**src/rtl/csi_pkg.sv**
```systemverilog
// Shared types, constants and the rounding function of the color span interpolator.
// Depends on nothing; every other file of the block imports it.
package csi_pkg;

	// Field widths of the span request and of one sample.
	localparam int CSI_CHANNEL_BITS = 16;
	localparam int CSI_FRAC_BITS    = 16;
	localparam int CSI_COUNT_BITS   = 7;
	localparam int CSI_INDEX_BITS   = 6;
	localparam int CSI_DEFAULT_MAX_SPAN = 64;

	// Divider sizes: the dividend is the channel difference with the fraction bits appended.
	localparam int CSI_SEG_BITS  = CSI_INDEX_BITS;
	localparam int CSI_QUOT_BITS = CSI_CHANNEL_BITS + CSI_FRAC_BITS;

	// Accumulator and step: signed, with headroom above the quotient.
	localparam int CSI_ACC_BITS = CSI_QUOT_BITS + 2;

	localparam logic [CSI_CHANNEL_BITS-1:0] CSI_CH_MAX = '1;

	typedef enum logic [1:0] {
		ST_IDLE,
		ST_DIV,
		ST_EMIT
	} csi_state_t;

	// Round half up, drop the fraction bits and clamp to the channel range.
	function automatic logic [CSI_CHANNEL_BITS-1:0] csi_round_clamp(
		input logic signed [CSI_ACC_BITS-1:0] acc
	);
		logic signed [CSI_ACC_BITS-1:0] rnd;
		logic [CSI_ACC_BITS-CSI_FRAC_BITS-1:0] whole;
		logic [CSI_CHANNEL_BITS-1:0] res;
		rnd = acc + (CSI_ACC_BITS'(1) <<< (CSI_FRAC_BITS - 1));
		whole = rnd[CSI_ACC_BITS-1:CSI_FRAC_BITS];
		if (rnd[CSI_ACC_BITS-1]) begin
			res = '0;
		end else if (whole > (CSI_ACC_BITS-CSI_FRAC_BITS)'(CSI_CH_MAX)) begin
			res = CSI_CH_MAX;
		end else begin
			res = whole[CSI_CHANNEL_BITS-1:0];
		end
		return res;
	endfunction

endpackage

```
**src/rtl/color_span_interpolator_top.sv**
```systemverilog
// Color span interpolator: emits evenly spaced RGB samples between two colors.
// Depends on csi_pkg and csi_step_div.
//
// Usage: a span request (start color, end color, sample_count) is a transfer on
// in_valid/in_ready. The block answers with min(sample_count, MAX_SPAN) sample
// transfers on out_valid/out_ready, indexed from 0, the final one with last_sample
// set. A count of zero produces no samples; a count of one gives the start color.
// The three channel steps are formed by bit-serial dividers, one quotient bit per
// cycle; the first sample is loaded once the divide is done (a single-sample span
// skips the divide). Samples then follow at one per cycle while the receiver
// accepts them on out_ready.
// in_ready is high only while no span is being worked on; the next request is
// taken while the final sample of the previous span still waits in the output
// register. When the receiver stalls, the output register holds its sample and
// the accumulators wait. Reset returns the sequencer to idle with no sample
// pending; no data registers are cleared.
module color_span_interpolator_top
	import csi_pkg::*;
#(
	parameter int MAX_SPAN = CSI_DEFAULT_MAX_SPAN
) (
	input  logic                        clk,
	input  logic                        arst_n,
	input  logic                        in_valid,
	output logic                        in_ready,
	input  logic [CSI_CHANNEL_BITS-1:0] start_red,
	input  logic [CSI_CHANNEL_BITS-1:0] start_green,
	input  logic [CSI_CHANNEL_BITS-1:0] start_blue,
	input  logic [CSI_CHANNEL_BITS-1:0] end_red,
	input  logic [CSI_CHANNEL_BITS-1:0] end_green,
	input  logic [CSI_CHANNEL_BITS-1:0] end_blue,
	input  logic [CSI_COUNT_BITS-1:0]   sample_count,
	output logic                        out_valid,
	input  logic                        out_ready,
	output logic [CSI_INDEX_BITS-1:0]   sample_index,
	output logic [CSI_CHANNEL_BITS-1:0] out_red,
	output logic [CSI_CHANNEL_BITS-1:0] out_green,
	output logic [CSI_CHANNEL_BITS-1:0] out_blue,
	output logic                        last_sample
);

	localparam int NumCh = 3;
	localparam int DivCntBits = $clog2(CSI_QUOT_BITS);
	localparam logic [DivCntBits-1:0] DivLast = DivCntBits'(CSI_QUOT_BITS - 1);
	localparam logic [CSI_COUNT_BITS-1:0] MaxSpanC = CSI_COUNT_BITS'(MAX_SPAN);
	localparam logic [CSI_COUNT_BITS-1:0] OneC = CSI_COUNT_BITS'(1);

	csi_state_t state_q, state_d;

	logic [DivCntBits-1:0]     divcnt_q;
	logic [CSI_COUNT_BITS-1:0] n_q;
	logic [CSI_COUNT_BITS-1:0] cnt_q;
	logic [CSI_COUNT_BITS-1:0] n_in;

	logic in_xfer;
	logic div_shift;
	logic emit_load;
	logic emit_last;

	logic [CSI_CHANNEL_BITS-1:0]    start_arr [NumCh];
	logic [CSI_CHANNEL_BITS-1:0]    end_arr   [NumCh];
	logic signed [CSI_ACC_BITS-1:0] step_arr  [NumCh];
	logic signed [CSI_ACC_BITS-1:0] acc_q     [NumCh];
	logic [CSI_CHANNEL_BITS-1:0]    chan_q    [NumCh];

	logic                      out_valid_q;
	logic [CSI_INDEX_BITS-1:0] index_q;
	logic                      last_q;

	assign start_arr[0] = start_red;
	assign start_arr[1] = start_green;
	assign start_arr[2] = start_blue;
	assign end_arr[0]   = end_red;
	assign end_arr[1]   = end_green;
	assign end_arr[2]   = end_blue;

	// Requested count, saturated to the span cap.
	assign n_in    = (sample_count > MaxSpanC) ? MaxSpanC : sample_count;
	assign in_xfer = in_valid && in_ready;

	// One step divider per channel; the divisor is the number of segments.
	for (genvar c = 0; c < NumCh; c++) begin : g_div
		csi_step_div u_div (
			.clk       (clk),
			.load      (in_xfer),
			.shift     (div_shift),
			.start_val (start_arr[c]),
			.end_val   (end_arr[c]),
			.segs      (CSI_SEG_BITS'(n_in - OneC)),
			.single    (n_in == OneC),
			.step      (step_arr[c])
		);
	end

	// Sequencer next state.
	always_comb begin
		state_d = state_q;
		case (state_q)
			ST_IDLE: begin
				if (in_xfer) begin
					if (n_in == '0) begin
						state_d = ST_IDLE;
					end else if (n_in == OneC) begin
						state_d = ST_EMIT;
					end else begin
						state_d = ST_DIV;
					end
				end
			end
			ST_DIV: begin
				if (divcnt_q == DivLast) begin
					state_d = ST_EMIT;
				end
			end
			ST_EMIT: begin
				if (emit_load && emit_last) begin
					state_d = ST_IDLE;
				end
			end
			default: begin
				state_d = ST_IDLE;
			end
		endcase
	end

	// Sequencer outputs.
	always_comb begin
		in_ready  = 1'b0;
		div_shift = 1'b0;
		emit_load = 1'b0;
		case (state_q)
			ST_IDLE: begin
				in_ready = 1'b1;
			end
			ST_DIV: begin
				div_shift = 1'b1;
			end
			ST_EMIT: begin
				emit_load = !out_valid_q || out_ready;
			end
			default: begin
				in_ready = 1'b0;
			end
		endcase
	end

	assign emit_last = ((cnt_q + OneC) == n_q);

	// Control registers.
	always_ff @(posedge clk or negedge arst_n) begin
		if (!arst_n) begin
			state_q     <= ST_IDLE;
			divcnt_q    <= '0;
			out_valid_q <= 1'b0;
		end else begin
			state_q <= state_d;
			if (in_xfer) begin
				divcnt_q <= '0;
			end else if (div_shift) begin
				divcnt_q <= divcnt_q + DivCntBits'(1);
			end
			if (emit_load) begin
				out_valid_q <= 1'b1;
			end else if (out_ready) begin
				out_valid_q <= 1'b0;
			end
		end
	end

	// Span counters and the output sample register.
	always_ff @(posedge clk) begin
		if (in_xfer) begin
			n_q   <= n_in;
			cnt_q <= '0;
		end else if (emit_load) begin
			cnt_q <= cnt_q + OneC;
		end
		if (emit_load) begin
			index_q <= cnt_q[CSI_INDEX_BITS-1:0];
			last_q  <= emit_last;
		end
	end

	// Per-channel accumulators: start at the start color, then add the step.
	for (genvar c = 0; c < NumCh; c++) begin : g_acc
		always_ff @(posedge clk) begin
			if (in_xfer) begin
				acc_q[c] <= $signed({2'b00, start_arr[c], {CSI_FRAC_BITS{1'b0}}});
			end else if (emit_load) begin
				acc_q[c]  <= acc_q[c] + step_arr[c];
				chan_q[c] <= csi_round_clamp(acc_q[c]);
			end
		end
	end

	assign out_valid    = out_valid_q;
	assign sample_index = index_q;
	assign out_red      = chan_q[0];
	assign out_green    = chan_q[1];
	assign out_blue     = chan_q[2];
	assign last_sample  = last_q;

	// An empty span leaves the sequencer idle.
	a_zero_count_idle: assert property (@(posedge clk) disable iff (!arst_n)
		in_xfer && (sample_count == '0) |=> state_q == ST_IDLE)
		else $error("empty span did not return to idle");

	// The sample counter never runs past the span length.
	a_count_in_span: assert property (@(posedge clk) disable iff (!arst_n)
		emit_load |-> cnt_q < n_q)
		else $error("sample counter beyond span length");

	// The divide lasts exactly one pass over the quotient bits.
	a_div_done: assert property (@(posedge clk) disable iff (!arst_n)
		(state_q == ST_DIV) && (divcnt_q == DivLast) |=> state_q == ST_EMIT)
		else $error("divide did not hand over to emission");

	// No request is taken while a span is in progress.
	a_busy_no_ready: assert property (@(posedge clk) disable iff (!arst_n)
		(state_q == ST_DIV) || (state_q == ST_EMIT) |-> !in_ready)
		else $error("request accepted during a span");

endmodule

```
**src/rtl/csi_step_div.sv**
```systemverilog
// Bit-serial restoring divider that forms the signed per-channel step of a span.
// Depends on csi_pkg for widths; one quotient bit is produced per shift cycle.
module csi_step_div
	import csi_pkg::*;
(
	input  logic                           clk,
	input  logic                           load,
	input  logic                           shift,
	input  logic [CSI_CHANNEL_BITS-1:0]    start_val,
	input  logic [CSI_CHANNEL_BITS-1:0]    end_val,
	input  logic [CSI_SEG_BITS-1:0]        segs,
	input  logic                           single,
	output logic signed [CSI_ACC_BITS-1:0] step
);

	logic [CSI_QUOT_BITS-1:0] dq_q;
	logic [CSI_SEG_BITS-1:0]  rem_q;
	logic [CSI_SEG_BITS-1:0]  div_q;
	logic                     neg_q;
	logic                     zero_q;

	logic [CSI_CHANNEL_BITS-1:0] mag;
	logic [CSI_SEG_BITS:0]       trial;
	logic                        fits;

	// Magnitude of the channel difference and the sign of the step.
	assign mag = (end_val >= start_val) ? (end_val - start_val) : (start_val - end_val);

	// One restoring step: bring down the next dividend bit and try the divisor.
	assign trial = {rem_q, dq_q[CSI_QUOT_BITS-1]};
	assign fits  = (trial >= {1'b0, div_q});

	always_ff @(posedge clk) begin
		if (load) begin
			dq_q   <= {mag, {CSI_FRAC_BITS{1'b0}}};
			rem_q  <= '0;
			div_q  <= segs;
			neg_q  <= (end_val < start_val);
			zero_q <= single;
		end else if (shift) begin
			dq_q <= {dq_q[CSI_QUOT_BITS-2:0], fits};
			if (fits) begin
				rem_q <= CSI_SEG_BITS'(trial - {1'b0, div_q});
			end else begin
				rem_q <= trial[CSI_SEG_BITS-1:0];
			end
		end
	end

	// A single-sample span has no step at all.
	always_comb begin
		if (zero_q) begin
			step = '0;
		end else if (neg_q) begin
			step = -$signed({2'b00, dq_q});
		end else begin
			step = $signed({2'b00, dq_q});
		end
	end

endmodule
```
**config.mk**
```make
export PLATFORM = sky130hd
export DESIGN_NAME = color_span_interpolator_top
export DESIGN_NICKNAME = d
export VERILOG_FILES = /design/src/rtl/csi_pkg.sv /design/src/rtl/color_span_interpolator_top.sv /design/src/rtl/csi_step_div.sv
export SDC_FILE = /design/constraint.sdc
export NUM_CORES = 1
export LEC_CHECK = 0
export ABC_CLOCK_PERIOD_IN_PS = 8100
export BUFFER_PORTS_ARGS = -buffer_cell sky130_fd_sc_hd__clkbuf_2
export CORE_MARGIN = 3
export CORE_UTILIZATION = 50
export CTS_CLUSTER_SIZE = 28
export DETAILED_ROUTE_END_ITERATION = 10
export PLACE_DENSITY = 0.68
export SLEW_MARGIN = 30
export SYNTH_ARGS = -nofsm -noshare
export SYNTH_HDL_FRONTEND = slang
export SYNTH_HIERARCHICAL = 1
export SYNTH_SLANG_ARGS = --single-unit
```
**constraint.sdc**
```tcl
create_clock -name clk -period 8.1 [get_ports clk]
set_clock_uncertainty 0.2 [all_clocks]
set_input_delay 1.62 -clock clk [delete_from_list [all_inputs] [get_ports clk]]
set_output_delay 1.62 -clock clk [all_outputs]
set_load 0.05 [all_outputs]
```
==> results.toml <==
[run_status]
outcome = "complete, no violations"

[place]
place_area_um2 = 27620
dpl.hpwl_mm = 54.57
placedCellCount = 3760
place.gp.congestion = 0.9862
port_buffers = 163

[timing]
post-route-period-util = 0.6531
tns_ps = 0
holdWs_ps = 289.1
relSlewSlack = 0.3580
worst_pin_slew_ps = 959.5
finalHoldViolCount = 0
max_freq_mhz = 189.0
fin_crit_ps = 5290
slew_viol_final = 0
rsz0062_at_grt = "no"
setup_violations = 0

[power]
p_clk_frac = 0.215
p_switching_w = 0.003305
p_comb_frac = 0.448
seqPwrFrac = 0.338
switching_share = 0.4104
leakage_nw = 12.74
p_per_area_nw_per_um2 = 278.3
peakVddDrop_mv = 0.1376
p_int_w = 0.004748

[worst_setup_path]
crit_path_start_kind = "flip-flop"
crit_type = "flip-flop to flip-flop"
required_ps = 8190
worstRegToRegCells = 17
crit_path_max_fanout = 8
endpoint_kind = "flip-flop"
path_cells = "or4_1 > nor2_1 > nand2_1 > or3_1 > or3_1 > o31ai_1 > xor2_1 > nor2_1 > ha_1 > nand4_1 > nor3_1 > o2111ai_1 > nand3_1 > a41oi_2 > o31ai_1 > a31oi_1 > or3_1"
r2r_end = "acc_q[1][30]"
critPathSlowestCell = "or4_1"
rr_startpoint = "g_div[1].u_div/dq_q[2]"
arrival_ps = 5380
cpMostUsedCell = "or3_1"
max_stage_delay_ps = 550
reg2reg_setup_slack_ps = 2810

[yosys]
yosys_warnings = 6
yosysUniqueCellTypes = 92
ys_ff_latch = 317
synthMostInstantiatedCell = "nor2_1"
yosys-top-cells-count = "nor2_1 (314), nand2_1 (247), edfxtp_1 (236)"
async_reset_ff_frac = 0.02524
syn_inst = 3056
avgSynthCellArea_um2 = 8.642
synth_top_area_cell = "edfxtp_1"
synth_nets = 3397
synth_area_um2 = 26410
ys_seq_area_frac = 0.3313
synth.top_cells.by_area = "edfxtp_1 (27%), ha_1 (11%), dfxtp_1 (5.5%)"
ys.flop_type = "edfxtp_1"
synth_top_cell_area_share = 0.2683
synth_edf_count = 236

[routing]
drt-total-wl_mm = 71.51
drtIter0Drc = 1654
drtPass1Iterations = 6
drc = 0
wl_per_cell_um = 18.65
vias_per_cell = 5.979
vias = 22930
drtAntennaViolNets = 0

[final_layout]
instances_no_fill = 3835
seq_area_um2 = 8748
drive_gt1_frac = 0.09829
area_growth_pct = 9.580
final_area_um2 = 28940
nets = 3465
multi_input_area_um2 = 16370
nFillCells = 4725

[min_path]
hp-start = "g_div[2].u_div/rem_q[5]"
hp-class = "flip-flop to flip-flop"
hold_depth = 2
hold-path-endpoint = "g_div[2].u_div/rem_q[5]"

[clock_network]
cts_tree = "yes"
ctsHoldBuffers = 0
clock_sinks = 317
clk_transition_reported_paths_ps = 60
cts_root_buffer = "clkbuf_16"
cts_setup_buffers = 0
cts-buffers-inserted = 38
cts_resized = 0
clock_path_buffers = 3
htree_levels = 2
clk_latency_ps = 570

[floorplanning]
rows = 83
fp.dieW_um = 235.8
start_util = 0.5096
pin_count = 164
design.core.area_um2 = 51820
die-area_um2 = 55610
die_y_um = 235.8

[global_routing]
grt_pass1_vias = 21990
grt_use_total = 0.2495
grt_max_degree = 75
grt_overflow_total = 0
antenna_found_initial = 1
grt_pass1_wl_mm = 115.4

[job]
maxCapViolations = 0
==> worst max path at each step <==
stage | start | endpoint | slack (ps)
floorplan | in_valid | acc_q[0][0] | 2580
global placement | g_div[0].u_div/dq_q[2] | acc_q[0][33] | 2900
detailed placement | g_div[1].u_div/dq_q[2] | acc_q[1][30] | 2820
CTS | g_div[1].u_div/dq_q[2] | acc_q[1][30] | 2760
global route | g_div[1].u_div/dq_q[2] | acc_q[1][30] | 2300
finish | g_div[1].u_div/dq_q[2] | acc_q[1][30] | 2810
==> layout by cell type (no fill, tap or decap), types with 20 or more instances in the layout <==
master,synthesis,routed
xnor2_1,103,101
o21a_1,22,22
mux2i_1,81,81
and3_1,47,47
clkbuf_16,0,40
nand2_1,247,246
o211ai_1,25,25
clkbuf_2,2,163
a21oi_1,213,213
o21ai_0,221,221
a211oi_1,29,29
or4_1,20,20
nor3_1,45,45
ha_1,222,222
o21bai_1,23,23
nor2b_1,34,30
edfxtp_1,236,236
o31ai_1,39,39
xor2_1,163,159
inv_1,197,193
a31oi_1,23,23
a21o_1,84,84
or3_1,22,22
nand2b_1,32,32
nor2_1,314,314
nand4_1,41,41
nand3_1,88,88
dfxtp_1,73,73
==> power groups by stage <==
| stage | clock (W) | sequential [W] | combinational (W) |
|---|---|---|---|
| after CTS | 0.00176 | 0.00272 | 0.00357 |
| after global placement | 0 | 0.00273 | 0.00346 |
| after global routing | 0.00183 | 0.00278 | 0.00405 |
| after floorplan | 0 | 0.00259 | 0.00284 |
| after detailed placement | 0 | 0.00275 | 0.00354 |
| final | 0.00173 | 0.00272 | 0.00360 |
==> layout make-up <==
cell class                      count  area share
Multi-Input combinational cell   2392      0.5658
Sequential cell                   317      0.3023
Clock buffer                       48     0.03701
Timing Repair Buffer              177     0.03299
Tap cell                          680     0.02940
Inverter                          198     0.02594
Clock inverter                     22    0.006442
Antenna cell                        1  0.00008647
==> critical path: cells and delay by family, from the launching register on <==
kind | cells | cell delay, ps
AOI/OAI and AO/OA | 5 | 1240
xor gates and xnor gates | 1 | 170
adders and majority gates | 1 | 440
DFF | 1 | 370
and+or+nand+nor | 10 | 2600
==> cells by family after synthesis <==
group,count (synthesis),synth area share
DFF,317,0.3313
muxes,89,0.03411
adders and majority gates,234,0.1143
xor gates and xnor gates,266,0.08822
AOI/OAI and AO/OA,837,0.2060
buffers and inverters,347,0.05107
and+or+nand+nor,966,0.1750
==> metal layers <==
| metal | routed length [um] | vias up | GRT usage |
|---|---|---|---|
| met4 | 2252 | 0 | 0.08038 |
| li1 | - | 11190 | - |
| met3 | 4038 | 133 | 0.03133 |
| met5 | 0 | - | 0 |
| met1 | 32580 | 10890 | 0.3488 |
| met2 | 32630 | 711 | 0.4022 |
==> sequential cells by signal, summed over array words and instances (netlist names) <==
signal	cells
out_valid	1
cnt_q	7
g_div.u_div/div_q	18
g_div.u_div/rem_q	18
g_div.u_div/zero_q	3
divcnt_q	5
sample_index	6
g_div.u_div/neg_q	3
n_q	7
g_div.u_div/dq_q	96
state_q	2
acc_q	102
chan_q	48
last_sample	1
==> through the flow <==
step | utilization | total power [W] | setup slack [ps]
CTS | 0.5572 | 0.008049 | 2764
finish | 0.5584 | 0.008053 | 2810
global placement | 0.5315 | 0.006192 | 2902
detailed placement | 0.5329 | 0.006289 | 2816
floorplan | - | 0.005432 | 2580
global route | 0.5584 | 0.008666 | 2302
No activity file was read; power rests on OpenSTA's default activity.
